===== src/hdl/pgpu_pkg.sv =====
// ----------------------------------------------------------------------------
// Packed glyph pixel unpack package
// Shared widths, reset values, register indexes, sequencer states and the
// pixel width decode used by the unpack core and its channel interfaces.
// ----------------------------------------------------------------------------
package pgpu_pkg;

	localparam int BYTE_W      = 8;
	localparam int VALUE_W     = 8;
	localparam int COORD_W     = 6;
	localparam int BPP_W       = 4;
	localparam int DEPTH_W     = 8;
	localparam int DIM_W       = 7;
	localparam int MAX_DIM_DEF = 64;

	localparam int APB_AW = 4;
	localparam int APB_DW = 32;

	localparam logic [BPP_W-1:0]   BPP_RST   = 4'd2;
	localparam logic [DEPTH_W-1:0] DEPTH_RST = 8'd2;
	localparam logic [DIM_W-1:0]   DIM_RST   = 7'd16;

	localparam logic [3:0] DIV_TOP = 4'd8;

	typedef enum logic [1:0] {
		REG_BPP,
		REG_DEPTH,
		REG_WIDTH,
		REG_HEIGHT
	} reg_idx_t;

	typedef enum logic [1:0] {
		ST_IDLE,
		ST_LOAD,
		ST_DIV,
		ST_PUT
	} state_t;

	// Rounds the pixel width down to 1, 2, 4 or 8 (0 counts as 1) and returns its log2.
	function automatic logic [1:0] bpp_log2(input logic [BPP_W-1:0] bpp);
		logic [1:0] lg;
		if (bpp >= 4'd8) begin
			lg = 2'd3;
		end else if (bpp >= 4'd4) begin
			lg = 2'd2;
		end else if (bpp >= 4'd2) begin
			lg = 2'd1;
		end else begin
			lg = 2'd0;
		end
		return lg;
	endfunction

endpackage


===== src/hdl/pgpu_byte_if.sv =====
// ----------------------------------------------------------------------------
// Packed byte channel
// Valid/ready channel that carries one packed source byte and its glyph start
// flag per word.
// ----------------------------------------------------------------------------
interface pgpu_byte_if;
	import pgpu_pkg::*;

	logic              valid;
	logic              ready;
	logic [BYTE_W-1:0] packed_byte;
	logic              glyph_start;

	modport source (output valid, output packed_byte, output glyph_start, input ready);
	modport sink (input valid, input packed_byte, input glyph_start, output ready);
endinterface

interface pgpu_pix_if;
	import pgpu_pkg::*;

	logic               valid;
	logic               ready;
	logic [VALUE_W-1:0] pixel_value;
	logic [COORD_W-1:0] column;
	logic [COORD_W-1:0] flipped_row;
	logic               last_pixel;
	logic               last_of_byte;

	modport source (output valid, output pixel_value, output column, output flipped_row,
		output last_pixel, output last_of_byte, input ready);
	modport sink (input valid, input pixel_value, input column, input flipped_row,
		input last_pixel, input last_of_byte, output ready);
endinterface


===== src/hdl/packed_glyph_pixel_unpack_core.sv =====
// ----------------------------------------------------------------------------
// Sequence: a bit mode pixel passes ST_LOAD and ST_PUT on its way to the output
// register; a gray pixel passes ST_LOAD, the ST_DIV steps and ST_PUT, and a
// saturated gray pixel leaves ST_DIV after its first compare. ST_PUT waits on
// output back-pressure; a new byte is taken only in ST_IDLE, after the last pixel of the previous byte is put.
// Reset loads the register defaults and clears the counters; no clearing pass.
// ----------------------------------------------------------------------------
// ----------------------------------------------------------------------------
// Packed glyph pixel unpack core
// Splits packed glyph bytes into pixels with column and bottom-up row, and
// scales gray levels through a shared iterative divider.
// ----------------------------------------------------------------------------
module packed_glyph_pixel_unpack_core #(
	parameter int MAX_DIM = pgpu_pkg::MAX_DIM_DEF
) (
	input  logic                          clk,
	input  logic                          arst_n,
	input  logic                          psel,
	input  logic                          penable,
	input  logic                          pwrite,
	input  logic [pgpu_pkg::APB_AW-1:0]   paddr,
	input  logic [pgpu_pkg::APB_DW-1:0]   pwdata,
	output logic [pgpu_pkg::APB_DW-1:0]   prdata,
	output logic                          pready,
	pgpu_byte_if.sink                     byte_in,
	pgpu_pix_if.source                    pix_out
);
	import pgpu_pkg::*;

	localparam int CW = $clog2(MAX_DIM);
	localparam int DW = ($clog2(MAX_DIM + 1) > DIM_W) ? $clog2(MAX_DIM + 1) : DIM_W;

	logic [BPP_W-1:0]   bpp_q;
	logic [DEPTH_W-1:0] depth_q;
	logic [DIM_W-1:0]   width_q;
	logic [DIM_W-1:0]   height_q;

	state_t st_q, st_d;

	logic [CW-1:0]      x_q, y_q;
	logic               done_q;
	logic [BYTE_W-1:0]  byte_q;
	logic [1:0]         lg_q;
	logic [2:0]         idx_q;
	logic [15:0]        rem_q;
	logic [3:0]         div_i_q;
	logic [VALUE_W-1:0] val_q;

	logic               out_valid_q;
	logic [VALUE_W-1:0] out_value_q;
	logic [COORD_W-1:0] out_col_q;
	logic [COORD_W-1:0] out_row_q;
	logic               out_last_q;
	logic               out_lob_q;

	logic               cfg_wr;
	reg_idx_t           cfg_idx;
	logic               in_fire;
	logic               done_eff;
	logic               put_fire;
	logic [DW-1:0]      w_eff, h_eff;
	logic               row_end, put_last, byte_end;
	logic [COORD_W-1:0] flip_row;
	logic [2:0]         idx_last;
	logic [2:0]         shamt;
	logic [3:0]         bw;
	logic [BYTE_W-1:0]  shifted;
	logic [VALUE_W-1:0] level;
	logic [8:0]         dvs;
	logic [16:0]        sub;
	logic               ge;

	// Configuration port.
	assign pready  = 1'b1;
	assign cfg_wr  = psel & penable & pwrite;
	assign cfg_idx = reg_idx_t'(paddr[APB_AW-1:2]);

	always_comb begin
		case (cfg_idx)
			REG_BPP:    prdata = APB_DW'(bpp_q);
			REG_DEPTH:  prdata = APB_DW'(depth_q);
			REG_WIDTH:  prdata = APB_DW'(width_q);
			REG_HEIGHT: prdata = APB_DW'(height_q);
			default:    prdata = '0;
		endcase
	end

	always_ff @(posedge clk or negedge arst_n) begin
		if (!arst_n) begin
			bpp_q    <= BPP_RST;
			depth_q  <= DEPTH_RST;
			width_q  <= DIM_RST;
			height_q <= DIM_RST;
		end else if (cfg_wr) begin
			case (cfg_idx)
				REG_BPP:    bpp_q    <= pwdata[BPP_W-1:0];
				REG_DEPTH:  depth_q  <= pwdata[DEPTH_W-1:0];
				REG_WIDTH:  width_q  <= pwdata[DIM_W-1:0];
				REG_HEIGHT: height_q <= pwdata[DIM_W-1:0];
				default:    ;
			endcase
		end
	end

	// Effective glyph dimensions and row/glyph end detection.
	always_comb begin
		if (width_q == '0) begin
			w_eff = DW'(1);
		end else if (DW'(width_q) > DW'(MAX_DIM)) begin
			w_eff = DW'(MAX_DIM);
		end else begin
			w_eff = DW'(width_q);
		end
		if (height_q == '0) begin
			h_eff = DW'(1);
		end else if (DW'(height_q) > DW'(MAX_DIM)) begin
			h_eff = DW'(MAX_DIM);
		end else begin
			h_eff = DW'(height_q);
		end
		row_end  = (DW'(x_q) + DW'(1)) >= w_eff;
		put_last = row_end && ((DW'(y_q) + DW'(1)) >= h_eff);
		flip_row = (DW'(y_q) < h_eff) ? COORD_W'(h_eff - DW'(1) - DW'(y_q)) : '0;
		idx_last = 3'((4'd8 >> lg_q) - 4'd1);
		byte_end = put_last || (idx_q == idx_last);
	end

	// Pixel field extraction.
	always_comb begin
		bw      = 4'd1 << lg_q;
		shamt   = 3'(idx_q << lg_q);
		shifted = byte_q << shamt;
		level   = VALUE_W'(shifted >> (4'd8 - bw));
	end

	// Shared divider step: compare and subtract against the shifted divisor.
	always_comb begin
		dvs = 9'(depth_q) + 9'd1;
		sub = 17'(dvs) << div_i_q;
		ge  = {1'b0, rem_q} >= sub;
	end

	// Sequencer next state.
	always_comb begin
		st_d = st_q;
		case (st_q)
			ST_IDLE: begin
				if (in_fire && !done_eff) begin
					st_d = ST_LOAD;
				end
			end
			ST_LOAD: begin
				st_d = (lg_q == 2'd0) ? ST_PUT : ST_DIV;
			end
			ST_DIV: begin
				if ((div_i_q == DIV_TOP && ge) || div_i_q == 4'd0) begin
					st_d = ST_PUT;
				end
			end
			ST_PUT: begin
				if (put_fire) begin
					st_d = byte_end ? ST_IDLE : ST_LOAD;
				end
			end
			default: st_d = ST_IDLE;
		endcase
	end

	// Sequencer outputs.
	always_comb begin
		byte_in.ready = (st_q == ST_IDLE);
		put_fire      = (st_q == ST_PUT) && (!out_valid_q || pix_out.ready);
	end

	assign in_fire  = byte_in.valid & byte_in.ready;
	assign done_eff = byte_in.glyph_start ? 1'b0 : done_q;

	always_ff @(posedge clk or negedge arst_n) begin
		if (!arst_n) begin
			st_q        <= ST_IDLE;
			x_q         <= '0;
			y_q         <= '0;
			done_q      <= 1'b0;
			idx_q       <= '0;
			lg_q        <= '0;
			div_i_q     <= '0;
			out_valid_q <= 1'b0;
		end else begin
			st_q <= st_d;
			if (in_fire) begin
				if (byte_in.glyph_start) begin
					x_q    <= '0;
					y_q    <= '0;
					done_q <= 1'b0;
				end
				lg_q  <= bpp_log2(bpp_q);
				idx_q <= '0;
			end
			if (st_q == ST_LOAD) begin
				div_i_q <= DIV_TOP;
			end
			if (st_q == ST_DIV && div_i_q != 4'd0) begin
				div_i_q <= div_i_q - 4'd1;
			end
			if (put_fire) begin
				if (put_last) begin
					done_q <= 1'b1;
				end else if (row_end) begin
					x_q <= '0;
					y_q <= y_q + CW'(1);
				end else begin
					x_q <= x_q + CW'(1);
				end
				idx_q <= idx_q + 3'd1;
				out_valid_q <= 1'b1;
			end else if (pix_out.ready) begin
				out_valid_q <= 1'b0;
			end
		end
	end

	// Payload registers.
	always_ff @(posedge clk) begin
		if (in_fire) begin
			byte_q <= byte_in.packed_byte;
		end
		case (st_q)
			ST_LOAD: begin
				if (lg_q == 2'd0) begin
					val_q <= level;
				end else begin
					val_q <= '0;
				end
				rem_q <= {level, 8'd0} - {8'd0, level};
			end
			ST_DIV: begin
				if (div_i_q == DIV_TOP) begin
					if (ge) begin
						val_q <= '1;
					end
				end else begin
					if (ge) begin
						rem_q <= 16'({1'b0, rem_q} - sub);
					end
					val_q <= {val_q[VALUE_W-2:0], ge};
				end
			end
			default: ;
		endcase
		if (put_fire) begin
			out_value_q <= val_q;
			out_col_q   <= COORD_W'(x_q);
			out_row_q   <= flip_row;
			out_last_q  <= put_last;
			out_lob_q   <= byte_end;
		end
	end

	assign pix_out.valid        = out_valid_q;
	assign pix_out.pixel_value  = out_value_q;
	assign pix_out.column       = out_col_q;
	assign pix_out.flipped_row  = out_row_q;
	assign pix_out.last_pixel   = out_last_q;
	assign pix_out.last_of_byte = out_lob_q;

	a_done_drops_byte: assert property (@(posedge clk) disable iff (!arst_n)
		in_fire && done_q && !byte_in.glyph_start |=> st_q == ST_IDLE)
		else $error("byte after the glyph end started a pixel sequence");

	a_last_ends_byte: assert property (@(posedge clk) disable iff (!arst_n)
		out_valid_q && out_last_q |-> out_lob_q)
		else $error("last pixel of the glyph does not end its byte");

	a_last_sets_done: assert property (@(posedge clk) disable iff (!arst_n)
		put_fire && put_last |=> done_q && st_q == ST_IDLE)
		else $error("glyph end did not stop the sequencer");

endmodule


===== src/flat_wrapper.sv =====
// flat-port wrapper written by rule: the top's interface ports become plain ports
module packed_glyph_pixel_unpack_core_flat import pgpu_pkg::*;
#(
	parameter int MAX_DIM = pgpu_pkg::MAX_DIM_DEF
)
  (clk, arst_n, psel, penable, pwrite, paddr, pwdata, prdata, pready, byte_in_valid, byte_in_packed_byte, byte_in_glyph_start, byte_in_ready, pix_out_valid, pix_out_pixel_value, pix_out_column, pix_out_flipped_row, pix_out_last_pixel, pix_out_last_of_byte, pix_out_ready);
  pgpu_byte_if byte_in_i ();
  pgpu_pix_if pix_out_i ();
  input  logic clk;
  input  logic arst_n;
  input  logic psel;
  input  logic penable;
  input  logic pwrite;
  input  logic [pgpu_pkg::APB_AW-1:0] paddr;
  input  logic [pgpu_pkg::APB_DW-1:0] pwdata;
  output logic [pgpu_pkg::APB_DW-1:0] prdata;
  output logic pready;
  input wire logic [$bits(byte_in_i.valid)-1:0] byte_in_valid;
  input wire logic [$bits(byte_in_i.packed_byte)-1:0] byte_in_packed_byte;
  input wire logic [$bits(byte_in_i.glyph_start)-1:0] byte_in_glyph_start;
  output wire logic [$bits(byte_in_i.ready)-1:0] byte_in_ready;
  output wire logic [$bits(pix_out_i.valid)-1:0] pix_out_valid;
  output wire logic [$bits(pix_out_i.pixel_value)-1:0] pix_out_pixel_value;
  output wire logic [$bits(pix_out_i.column)-1:0] pix_out_column;
  output wire logic [$bits(pix_out_i.flipped_row)-1:0] pix_out_flipped_row;
  output wire logic [$bits(pix_out_i.last_pixel)-1:0] pix_out_last_pixel;
  output wire logic [$bits(pix_out_i.last_of_byte)-1:0] pix_out_last_of_byte;
  input wire logic [$bits(pix_out_i.ready)-1:0] pix_out_ready;
  assign byte_in_i.valid = byte_in_valid;
  assign byte_in_i.packed_byte = byte_in_packed_byte;
  assign byte_in_i.glyph_start = byte_in_glyph_start;
  assign byte_in_ready = byte_in_i.ready;
  assign pix_out_valid = pix_out_i.valid;
  assign pix_out_pixel_value = pix_out_i.pixel_value;
  assign pix_out_column = pix_out_i.column;
  assign pix_out_flipped_row = pix_out_i.flipped_row;
  assign pix_out_last_pixel = pix_out_i.last_pixel;
  assign pix_out_last_of_byte = pix_out_i.last_of_byte;
  assign pix_out_i.ready = pix_out_ready;
  packed_glyph_pixel_unpack_core #(.MAX_DIM(MAX_DIM)) u_core (.clk(clk), .arst_n(arst_n), .psel(psel), .penable(penable), .pwrite(pwrite), .paddr(paddr), .pwdata(pwdata), .prdata(prdata), .pready(pready), .byte_in(byte_in_i), .pix_out(pix_out_i));
endmodule

===== config.mk =====
export PLATFORM = sky130hd
export DESIGN_NAME = packed_glyph_pixel_unpack_core_flat
export DESIGN_NICKNAME = d
export VERILOG_FILES = /design/src/hdl/pgpu_pkg.sv /design/src/hdl/pgpu_byte_if.sv /design/src/hdl/packed_glyph_pixel_unpack_core.sv /design/src/flat_wrapper.sv
export SDC_FILE = /design/constraint.sdc
export NUM_CORES = 1
export LEC_CHECK = 0
export ABC_AREA = 0
export BUFFER_PORTS_ARGS = -buffer_cell sky130_fd_sc_hd__buf_2
export CORE_UTILIZATION = 45
export CTS_CLUSTER_SIZE = 30
export DETAILED_ROUTE_END_ITERATION = 8
export PLACE_DENSITY_LB_ADDON = 0.3
export SLEW_MARGIN = 30
export SYNTH_ARGS = -nofsm -noshare
export SYNTH_HDL_FRONTEND = slang
export SYNTH_SLANG_ARGS = --single-unit

===== constraint.sdc =====
create_clock -name clk -period 6.7 [get_ports clk]
set_input_delay 1.34 -clock clk [delete_from_list [all_inputs] [get_ports clk]]
set_output_delay 1.34 -clock clk [all_outputs]
set_load 0.02 [all_outputs]

==> results of run 1 <==
state kept, by name, summed over array words and instances, names as in the netlist:
name                         cells
u_core.rem_q                    16
u_core.byte_q                    8
u_core.depth_q                   8
u_core.pix_out.pixel_value       8
u_core.val_q                     8
u_core.height_q                  7
u_core.width_q                   7
u_core.pix_out.column            6
u_core.pix_out.flipped_row       6
u_core.x_q                       6
u_core.y_q                       6
u_core.bpp_q                     4
u_core.div_i_q                   4
u_core.idx_q                     3
u_core.lg_q                      2
u_core.st_q                      2
u_core.done_q                    1
u_core.pix_out.last_of_byte      1
u_core.pix_out.last_pixel        1
u_core.pix_out.valid             1
final timing paths:
check                                               from                                 endpoint  slack, ns  cells after the start
max                        u_core.div_i_q[0]$_DFFE_PN0P_                u_core.val_q[6]$_DFFE_PP_       2.13                     14
min                            u_core.val_q[7]$_DFFE_PP_  u_core.pix_out.pixel_value[7]$_DFFE_PP_       0.42                      0
max reg2reg                u_core.div_i_q[0]$_DFFE_PN0P_                u_core.val_q[6]$_DFFE_PP_       2.13                     14
min reg2reg                    u_core.val_q[7]$_DFFE_PP_  u_core.pix_out.pixel_value[7]$_DFFE_PP_       0.42                      0
max in group asynchronous                         arst_n                  u_core.x_q[1]$_DFF_PN0_       5.16                      2
min in group asynchronous                         arst_n                  u_core.y_q[1]$_DFF_PN0_       1.07                      2
report_power, final:
| part | switching, mW | internal [mW] | total, mW |
|---|---|---|---|
| Sequential | 0.221 | 1.05 | 1.27 |
| Clock | 0.273 | 0.267 | 0.540 |
| Combinational | 1.37 | 0.957 | 2.33 |
cell families (layout without fill, tap and decap cells):
group / count (synthesis) / in the layout / share of synthesized area
simple gates: 223 / 223 / 0.1470
compound gates: 181 / 181 / 0.1614
flops: 105 / 105 / 0.3979
buf+inv: 90 / 114 / 0.06158
mux: 62 / 62 / 0.1038
fa+ha+maj: 52 / 52 / 0.09125
xor+xnor: 30 / 30 / 0.03602
other cells: 2 / 25 / 0.001030
cells in the final DEF (no fill, tap or decap), types with 4 or more instances in the layout:
| master | Yosys | final |
|---|---|---|
| mux2i_1 | 19 | 19 |
| dfstp_2 | 4 | 4 |
| nand2_1 | 91 | 91 |
| o21a_1 | 15 | 15 |
| xor2_1 | 14 | 14 |
| nor2_1 | 38 | 38 |
| xnor2_1 | 16 | 16 |
| dfrtp_1 | 47 | 47 |
| o21bai_1 | 4 | 4 |
| buf_4 | 25 | 4 |
| a211o_1 | 4 | 4 |
| a22o_1 | 8 | 8 |
| inv_1 | 33 | 32 |
| nand3b_1 | 6 | 6 |
| ha_1 | 50 | 50 |
| o21ai_0 | 56 | 56 |
| a211oi_1 | 6 | 6 |
| and2_1 | 10 | 10 |
| mux4_2 | 5 | 5 |
| nand3_1 | 18 | 18 |
| a21o_1 | 11 | 11 |
| a21oi_1 | 36 | 36 |
| a22oi_1 | 5 | 5 |
| nor3_1 | 15 | 14 |
| a31oi_1 | 5 | 4 |
| buf_2 | 2 | 57 |
| edfxtp_1 | 54 | 54 |
| conb_1 | 2 | 25 |
| clkbuf_16 | 0 | 9 |
| nor2b_1 | 9 | 9 |
| mux2_2 | 36 | 36 |
| nand2b_1 | 13 | 13 |
layout make-up:
cell class | count | area (sq um) | area share
clock buffers | 9 | 225.2 | 0.02825
multi-input cells | 573 | 4045 | 0.5075
repair buffers | 61 | 315.3 | 0.03955
clock inverters | 7 | 73.82 | 0.009261
inverters | 37 | 138.9 | 0.01742
well taps | 216 | 270.3 | 0.03390
flip-flops and latches | 105 | 2903 | 0.3641
worst max-delay path: cells and delay by family (launching register included):
kind,cells,cell delay (ns)
buffers and inverters,1,0.27
muxes,1,0.16
and+or+nand+nor,3,0.31
DFF,1,0.81
AOI/OAI and AO/OA,8,2.30
adders and majority gates,1,0.36
through the flow:
step	area (sq um)	hold WS [ns]	utilization
floorplan	7381	0.4003	-
global placement	7656	0.4060	0.4837
detailed placement	7666	0.4057	0.4843
CTS	7965	0.4244	0.5032
global route	7971	0.4285	0.5036
finish	7971	0.4211	0.5036
layer usage:
| layer | routed length, um | share of wire | GRT usage |
|---|---|---|---|
| met5 | 0 | 0 | 0 |
| met3 | 551 | 0.035 | 0.03220 |
| met4 | 344 | 0.022 | 0.08304 |
| met1 | 7501 | 0.48 | 0.2750 |
| met2 | 7196 | 0.46 | 0.3096 |
==> flow_summary.json, run 1 <==
{
  "initial_utilization": 0.4609,
  "drive_above_1_share": 0.1755,
  "ys.warnings.count": 0,
  "cts-hold-fix-buffers": 0,
  "syn_area_sq_um": 7294,
  "worst_slack_ns": 2.128,
  "skew_ns": 0.01464,
  "crit_type": "reg -> reg",
  "path_max_fanout": 26,
  "insertion_delay_ns": 0.37,
  "syn_to_final_growth_pct": 9.280,
  "first_global_vias": 5102,
  "die_w_um": 129.3,
  "tns_ns": 0,
  "grt_antenna_before_repair": 0,
  "synth-seq-cells": 105,
  "vias": 5480,
  "peakVddDrop_uv": 233.9,
  "status": "completed",
  "drtPass1Iterations": 5,
  "setup_viol": 0,
  "cp-end-kind": "register",
  "rsz0062_at_grt": "no",
  "async_flop_share": 0.4857,
  "ys_types": 72,
  "preCtsSetupSlack_ns": 2.031,
  "ctsHtreeMaxLevel": 3,
  "grt_max_degree": 52,
  "synth_top_area_share": 0.2223,
  "via_per_inst": 5.437,
  "fin_crit_ns": 4.572,
  "power_density_nw_per_um2": 518.9,
  "drv_slew": 0,
  "dp_hpwl_um": 11630,
  "synth_edf_count": 54,
  "fill_cells": 1517,
  "min_path_type": "reg -> reg",
  "yosys-top-cells-count": "nand2_1, o21ai_0, edfxtp_1, ha_1, dfrtp_1",
  "routed_wl_um": 15590,
  "worst_pin_slew_ns": 0.7091,
  "fin_cells": 1008,
  "drv_cap": 0,
  "synthMostInstantiatedCell": "nand2_1",
  "pin_count": 109,
  "layout.nets": 891,
  "die-area_sq_um": 16720,
  "core_sq_um": 15830,
  "synth_top_area_cell": "edfxtp_1",
  "drt_iter0_markers": 302,
  "wl_per_cell_um": 15.47,
  "path_clk_slew_ns": 0.09,
  "cts_max_path_buffers": 2,
  "synthFlopType": "edfxtp_1",
  "synth_area_leaders": "edfxtp_1, dfrtp_1, ha_1",
  "syn-instance-count": 745,
  "max_freq_mhz": 218.7,
  "die_h_um": 129.3,
  "io_buffers": 57,
  "cellLeakagePower_nw": 3.433,
  "crit_slowest_cell": "dfrtp_1",
  "hold_viol_final": 0,
  "cts-buffers-inserted": 9,
  "max_stage_delay_ns": 0.81,
  "gp_congestion": 0.8311,
  "post_cts.repair.setup_buffers": 0,
  "rows": 46,
  "placedCellCount": 992,
  "cts_tree": "yes",
  "cp.required_ns": 6.71,
  "cts-root-buf": "clkbuf_16",
  "ys_seq_area_frac": 0.3979,
  "cp-start-kind": "register",
  "cts.sinks": 105,
  "drc": 0,
  "crit_chain": "inv_1 > nand3_1 > nand2_1 > a211oi_1 > mux2i_1 > a21oi_1 > nand2_1 > ha_1 > o21ai_0 > a31oi_1 > o211ai_1 > a21boi_0 > o21ai_0 > a31oi_2",
  "max_slew_margin": 0.5252,
  "antenna_cells": 0,
  "synth.avg_cell_area_sq_um": 9.791,
  "cp_data_arrival_time_ns": 4.58,
  "grt_pass1_wl_um": 25630,
  "ant_nets": 0,
  "fin_crit_sh": 0.6824,
  "track_usage": 0.1988,
  "grt_overflow": 0,
  "cts_resized": 0,
  "report.power.total_mw": 4.136
}
Power figures use the tool's default switching activity.
==> run 2, diff against run 1 <==
- clock period: 6.7 -> 4.5 ns (I/O delays scaled with it)
==> run 2 against run 1 <==
Effect of this change: global-route usage rose by 0.54 points; register-to-register slack got worse by 1.7 ns; final area rose by 0.93%; combinational power rose by 52%; non-clock buffer count rose by 9; fmax rose by 11%; clock-buffer cell count did not move; clock power rose by 49%; first-iteration DRC count rose by 27%; clock skew fell by 0.0042 ns; critical path type unchanged; critical endpoint is now u_core.rem_q[6]$_DFFE_PP_; largest cell class unchanged; largest power group unchanged.
==> flow_summary.json, run 2 (synthesized netlist as in run 1, its figures left out) <==
{
  "grt_pass1_wl_um": 26260,
  "cts_tree": "yes",
  "tns_ns": 0,
  "regMostFlops": "u_core.rem_q",
  "r2r_end": "u_core.rem_q[6]$_DFFE_PP_",
  "p_int_mw": 3.431,
  "dp_hpwl_um": 11930,
  "drtPass1Iterations": 5,
  "die_w_um": 129.3,
  "via_per_inst": 5.361,
  "path_clk_slew_ns": 0.08,
  "cp.required_ns": 4.55,
  "r2r_slack_ns": 0.39,
  "cts-root-buf": "clkbuf_16",
  "hold_viol_final": 0,
  "vias": 5452,
  "p_seq_frac": 0.299,
  "layout_commonest_cell": "nand2_1",
  "cts_max_path_buffers": 2,
  "drc": 0,
  "layout.nets": 900,
  "comb_power_share": 0.572,
  "grt_antenna_before_repair": 0,
  "wl_per_cell_um": 15.51,
  "die_h_um": 129.3,
  "fin_crit_ns": 4.115,
  "finalInstanceArea_sq_um": 8045,
  "hold_slack_ns": 0.4221,
  "cellLeakagePower_nw": 3.480,
  "largest_register_ffs": 16,
  "min_to": "u_core.pix_out.pixel_value[7]$_DFFE_PP_",
  "die-area_sq_um": 16720,
  "peakVddDrop_uv": 311.0,
  "max_freq_mhz": 243.0,
  "final_cell_mix": "nand2_1, buf_2, o21ai_0",
  "cp-end-kind": "register",
  "drv_cap": 0,
  "drive_above_1_share": 0.1860,
  "cp-start-kind": "register",
  "fin_crit_sh": 0.9144,
  "io_buffers": 57,
  "antenna_cells": 0,
  "core_sq_um": 15830,
  "cts.sinks": 105,
  "clkPwrFrac": 0.130,
  "crit_type": "reg -> reg",
  "hold_start": "u_core.val_q[7]$_DFFE_PP_",
  "min_path_type": "reg -> reg",
  "syn_to_final_growth_pct": 10.29,
  "ant_nets": 0,
  "cp_data_arrival_time_ns": 4.17,
  "cts-buffers-inserted": 9,
  "max_slew_margin": 0.4811,
  "track_usage": 0.2042,
  "rsz0062_at_grt": "no",
  "rr_worst_depth": 16,
  "grt_max_degree": 52,
  "routed_wl_um": 15780,
  "postPlaceCellArea_sq_um": 7729,
  "power_density_nw_per_um2": 772.5,
  "r2r_start": "u_core.depth_q[1]$_DFFE_PN1P_",
  "ctsHtreeMaxLevel": 3,
  "worst_slack_ns": 0.3850,
  "drv_slew": 0,
  "preCtsSetupSlack_ns": 0.3087,
  "worst_pin_slew_ns": 0.7749,
  "path_max_fanout": 16,
  "pin_count": 109,
  "status": "completed",
  "cts-hold-fix-buffers": 0,
  "fin_util": 0.5083,
  "p_sw_mw": 2.784,
  "grt_overflow": 0,
  "hold_path_depth": 0,
  "rows": 46,
  "setup_viol": 0,
  "initial_utilization": 0.4609,
  "skew_ns": 0.01040,
  "drt_iter0_markers": 385,
  "gp_congestion": 0.8563,
  "first_global_vias": 5230,
  "swShare": 0.4480,
  "insertion_delay_ns": 0.37
}
[run 2: power by group through the flow]
stage	combinational [mW]	clock (mW)	sequential [mW]
6_report	3.55	0.805	1.86
3_5_place_dp	3.52	0	1.87
4_1_cts	3.55	0.825	1.85
5_1_grt	3.98	0.861	1.91
2_1_floorplan	2.67	0	1.86
3_3_place_gp	3.48	0	1.87
[run 2: worst max path at each step]
stage	endpoint	start	slack, ns
2_1_floorplan	u_core.rem_q[0]$_DFFE_PP_	u_core.depth_q[1]$_DFFE_PN1P_	0.32
3_3_place_gp	u_core.rem_q[6]$_DFFE_PP_	u_core.depth_q[1]$_DFFE_PN1P_	0.36
3_5_place_dp	u_core.rem_q[6]$_DFFE_PP_	u_core.depth_q[1]$_DFFE_PN1P_	0.31
4_1_cts	u_core.rem_q[6]$_DFFE_PP_	u_core.depth_q[1]$_DFFE_PN1P_	0.27
5_1_grt	u_core.rem_q[3]$_DFFE_PP_	u_core.depth_q[1]$_DFFE_PN1P_	0.03
6_report	u_core.rem_q[6]$_DFFE_PP_	u_core.depth_q[1]$_DFFE_PN1P_	0.39
[run 2: cell type report]
cell class,count,area (sq um)
clock inverter,7,76.32
inverter,37,138.9
tap,216,270.3
timing repair buffer,70,382.9
fill,1467,7782
sequential,105,2904
clock buffer,9,225.2
multi-input combinational,573,4048
[run 2: routing by layer]
| metal | part of all wire | wire length, um | GRT usage |
|---|---|---|---|
| met1 | 0.48 | 7613 | 0.2853 |
| met2 | 0.47 | 7410 | 0.3264 |
| met3 | 0.036 | 566 | 0.03509 |
| met4 | 0.012 | 184 | 0.05675 |
| met5 | 0 | 0 | 0 |
[run 2: through the flow]
| step | power (mW) | cells |
|---|---|---|
| after floorplan | 4.524 | 768 |
| after global placement | 5.350 | 1001 |
| after detailed placement | 5.391 | 1001 |
| after CTS | 6.224 | 1017 |
| after global routing | 6.755 | 1017 |
| final | 6.215 | 1017 |
[run 2: worst max-delay path, cell delays in order (launching register included)]
cell and delay (ns):
dfstp_2 0.59, ha_2 0.28, nand3_1 0.11, nand3b_1 0.11
o21ai_0 0.09, a22oi_1 0.26, mux2_2 0.21, o21ai_0 0.10
nand2b_1 0.20, ha_1 0.35, o21ai_0 0.16, a31oi_2 0.23
o211ai_1 0.13, a21boi_0 0.30, o21ai_0 0.24, o22ai_1 0.17
buf_4 0.27
[run 2: repair_timing]
action	CTS	global route
setup buffers	0	0
endpoints found under the setup margin	0	24
endpoints found under the hold margin	0	0
gates resized for setup	0	4
==> run 3, diff against run 2 <==
- CORE_ASPECT_RATIO: unset -> 0.75
==> run 3 against run 2 <==
Effect of this change: fmax decreased by 1.2%; via count grew 2.5%; final area is 0.19% higher; clock skew about the same; worst setup slack got worse by 0.050 ns; core utilization grew 1.1 points; critical path depth is the same; worst hold slack got worse by 0.0045 ns; sequential share of layout area down 0.067 points; critical endpoint is now u_core.rem_q[7]$_DFFE_PP_.
==> flow_summary.json, run 3 (synthesized netlist as in run 1, its figures left out) <==
{
  "status": "completed",
  "postPlaceCellArea_sq_um": 7767,
  "fin_util": 0.5194,
  "crit_start": "u_core.depth_q[1]$_DFFE_PN1P_",
  "largest_register_ffs": 16,
  "cp-start-kind": "register",
  "power_density_nw_per_um2": 784.8,
  "preCtsSetupSlack_ns": 0.2371,
  "max_stage_delay_ns": 0.58,
  "clkPwrFrac": 0.122,
  "cp-endpoint": "u_core.rem_q[7]$_DFFE_PP_",
  "report.power.total_mw": 6.326,
  "crit_type": "reg -> reg",
  "grt_overflow": 0,
  "die-area_sq_um": 16730,
  "max_freq_mhz": 240.1,
  "initial_utilization": 0.4701,
  "p_int_mw": 3.505,
  "ctsHtreeMaxLevel": 3,
  "crit_family": "compound AO/OA/AOI/OAI gates",
  "layout.nets": 907,
  "layout_commonest_cell": "nand2_1",
  "first_global_vias": 5070,
  "pin_count": 109,
  "drtPass1Iterations": 5,
  "grt_max_degree": 42,
  "cp-end-kind": "register",
  "finalInstanceArea_sq_um": 8060,
  "max_slew_margin": 0.5229,
  "cp_data_arrival_time_ns": 4.20,
  "die_w_um": 149.0,
  "peakVddDrop_uv": 373.7,
  "cpMostUsedCell": "o21ai_0",
  "path_clk_slew_ns": 0.07,
  "grt_pass1_wl_um": 26680,
  "rows": 39,
  "p_sw_mw": 2.821,
  "skew_ns": 0.01052,
  "cts-root-buf": "clkbuf_16",
  "r2r_end": "u_core.rem_q[7]$_DFFE_PP_",
  "crit_slowest_cell": "dfstp_2",
  "wl_per_cell_um": 15.94,
  "swShare": 0.4459,
  "ant_nets": 0,
  "drc": 0,
  "tns_ns": 0,
  "die_h_um": 112.3,
  "fill_cells": 1452,
  "gp_congestion": 0.8712,
  "cp.required_ns": 4.54,
  "drive_above_1_share": 0.1894,
  "fin_crit_ns": 4.165,
  "hold_viol_final": 0,
  "regMostFlops": "u_core.rem_q",
  "r2r_start": "u_core.depth_q[1]$_DFFE_PN1P_",
  "crit_chain": "ha_2 > nand3_1 > nand3b_1 > o21ai_0 > a22oi_1 > mux2_2 > o21ai_0 > nand2b_1 > ha_1 > o21ai_0 > a31oi_1 > o211ai_1 > a21boi_1 > o21ai_1 > o22ai_1 > buf_4",
  "p_seq_frac": 0.294,
  "drv_cap": 0,
  "syn_to_final_growth_pct": 10.50,
  "insertion_delay_ns": 0.35,
  "path_depth": 16,
  "core_sq_um": 15520,
  "path_max_fanout": 16,
  "cts-buffers-inserted": 9,
  "fin_crit_sh": 0.9255,
  "comb_power_share": 0.584,
  "io_buffers": 57,
  "min_path_type": "in -> async",
  "rr_worst_depth": 16,
  "setup_viol": 0,
  "vias": 5586,
  "drv_slew": 0,
  "final_cell_mix": "nand2_1, buf_2, o21ai_0",
  "dp_hpwl_um": 12450,
  "track_usage": 0.2027,
  "antenna_cells": 0,
  "seqCellArea_sq_um": 2904,
  "routed_wl_um": 16150,
  "via_per_inst": 5.514,
  "cellLeakagePower_nw": 3.504,
  "cts_tree": "yes",
  "r2r_slack_ns": 0.34,
  "grt_antenna_before_repair": 1,
  "worst_pin_slew_ns": 0.7102,
  "worst_slack_ns": 0.3350,
  "cts_max_path_buffers": 2,
  "rsz0062_at_grt": "no",
  "multi_input_area_sq_um": 4036,
  "drt_iter0_markers": 567,
  "cts.sinks": 105,
  "worst-path-buf-inv": 1
}
==> run 3: layout make-up <==
type / count / share of cell area
repair buffers: 77 / 0.05402
multi-input cells: 573 / 0.5008
clock buffers: 11 / 0.03151
well taps: 205 / 0.03182
clock inverters: 5 / 0.004346
inverters: 37 / 0.01723
flip-flops and latches: 105 / 0.3603
==> run 3: worst min-delay path by stage <==
stage | startpoint | endpoint | slack [ns] | cells after the start
after detailed placement | u_core.val_q[7]$_DFFE_PP_ | u_core.pix_out.pixel_value[7]$_DFFE_PP_ | 0.42 | 0
after floorplan | u_core.val_q[7]$_DFFE_PP_ | u_core.pix_out.pixel_value[7]$_DFFE_PP_ | 0.40 | 0
after global routing | arst_n | u_core.done_q$_DFF_PN0_ | 0.43 | 1
final | arst_n | u_core.pix_out.valid$_DFFE_PN0P_ | 0.42 | 1
after global placement | u_core.val_q[7]$_DFFE_PP_ | u_core.pix_out.pixel_value[7]$_DFFE_PP_ | 0.40 | 0
after CTS | arst_n | u_core.pix_out.valid$_DFFE_PN0P_ | 0.42 | 1
==> run 3: through the flow <==
step / hold slack [ns] / std cells
finish: 0.4176 / 1013
global route: 0.4264 / 1013
floorplan: 0.4003 / 768
detailed placement: 0.4234 / 997
CTS: 0.4171 / 1013
global placement: 0.4035 / 997
==> run 3: power groups by stage <==
stage,clock network [mW],logic (mW),registers (mW)
finish,0.770,3.69,1.86
global route,0.821,4.12,1.91
CTS,0.789,3.68,1.86
detailed placement,0,3.65,1.88
global placement,0,3.59,1.87
floorplan,0,2.67,1.86
==> run 3: layer usage <==
metal,track usage,routed length [um]
met5,0,0
met4,0.03946,118
met3,0.03740,1006
met2,0.2691,6211
met1,0.3341,8812
==> run 3: timing repair <==
action,CTS,global route
hold buffers,0,0
setup endpoints to repair,0,25
resized for setup,0,4
setup buffers,0,0
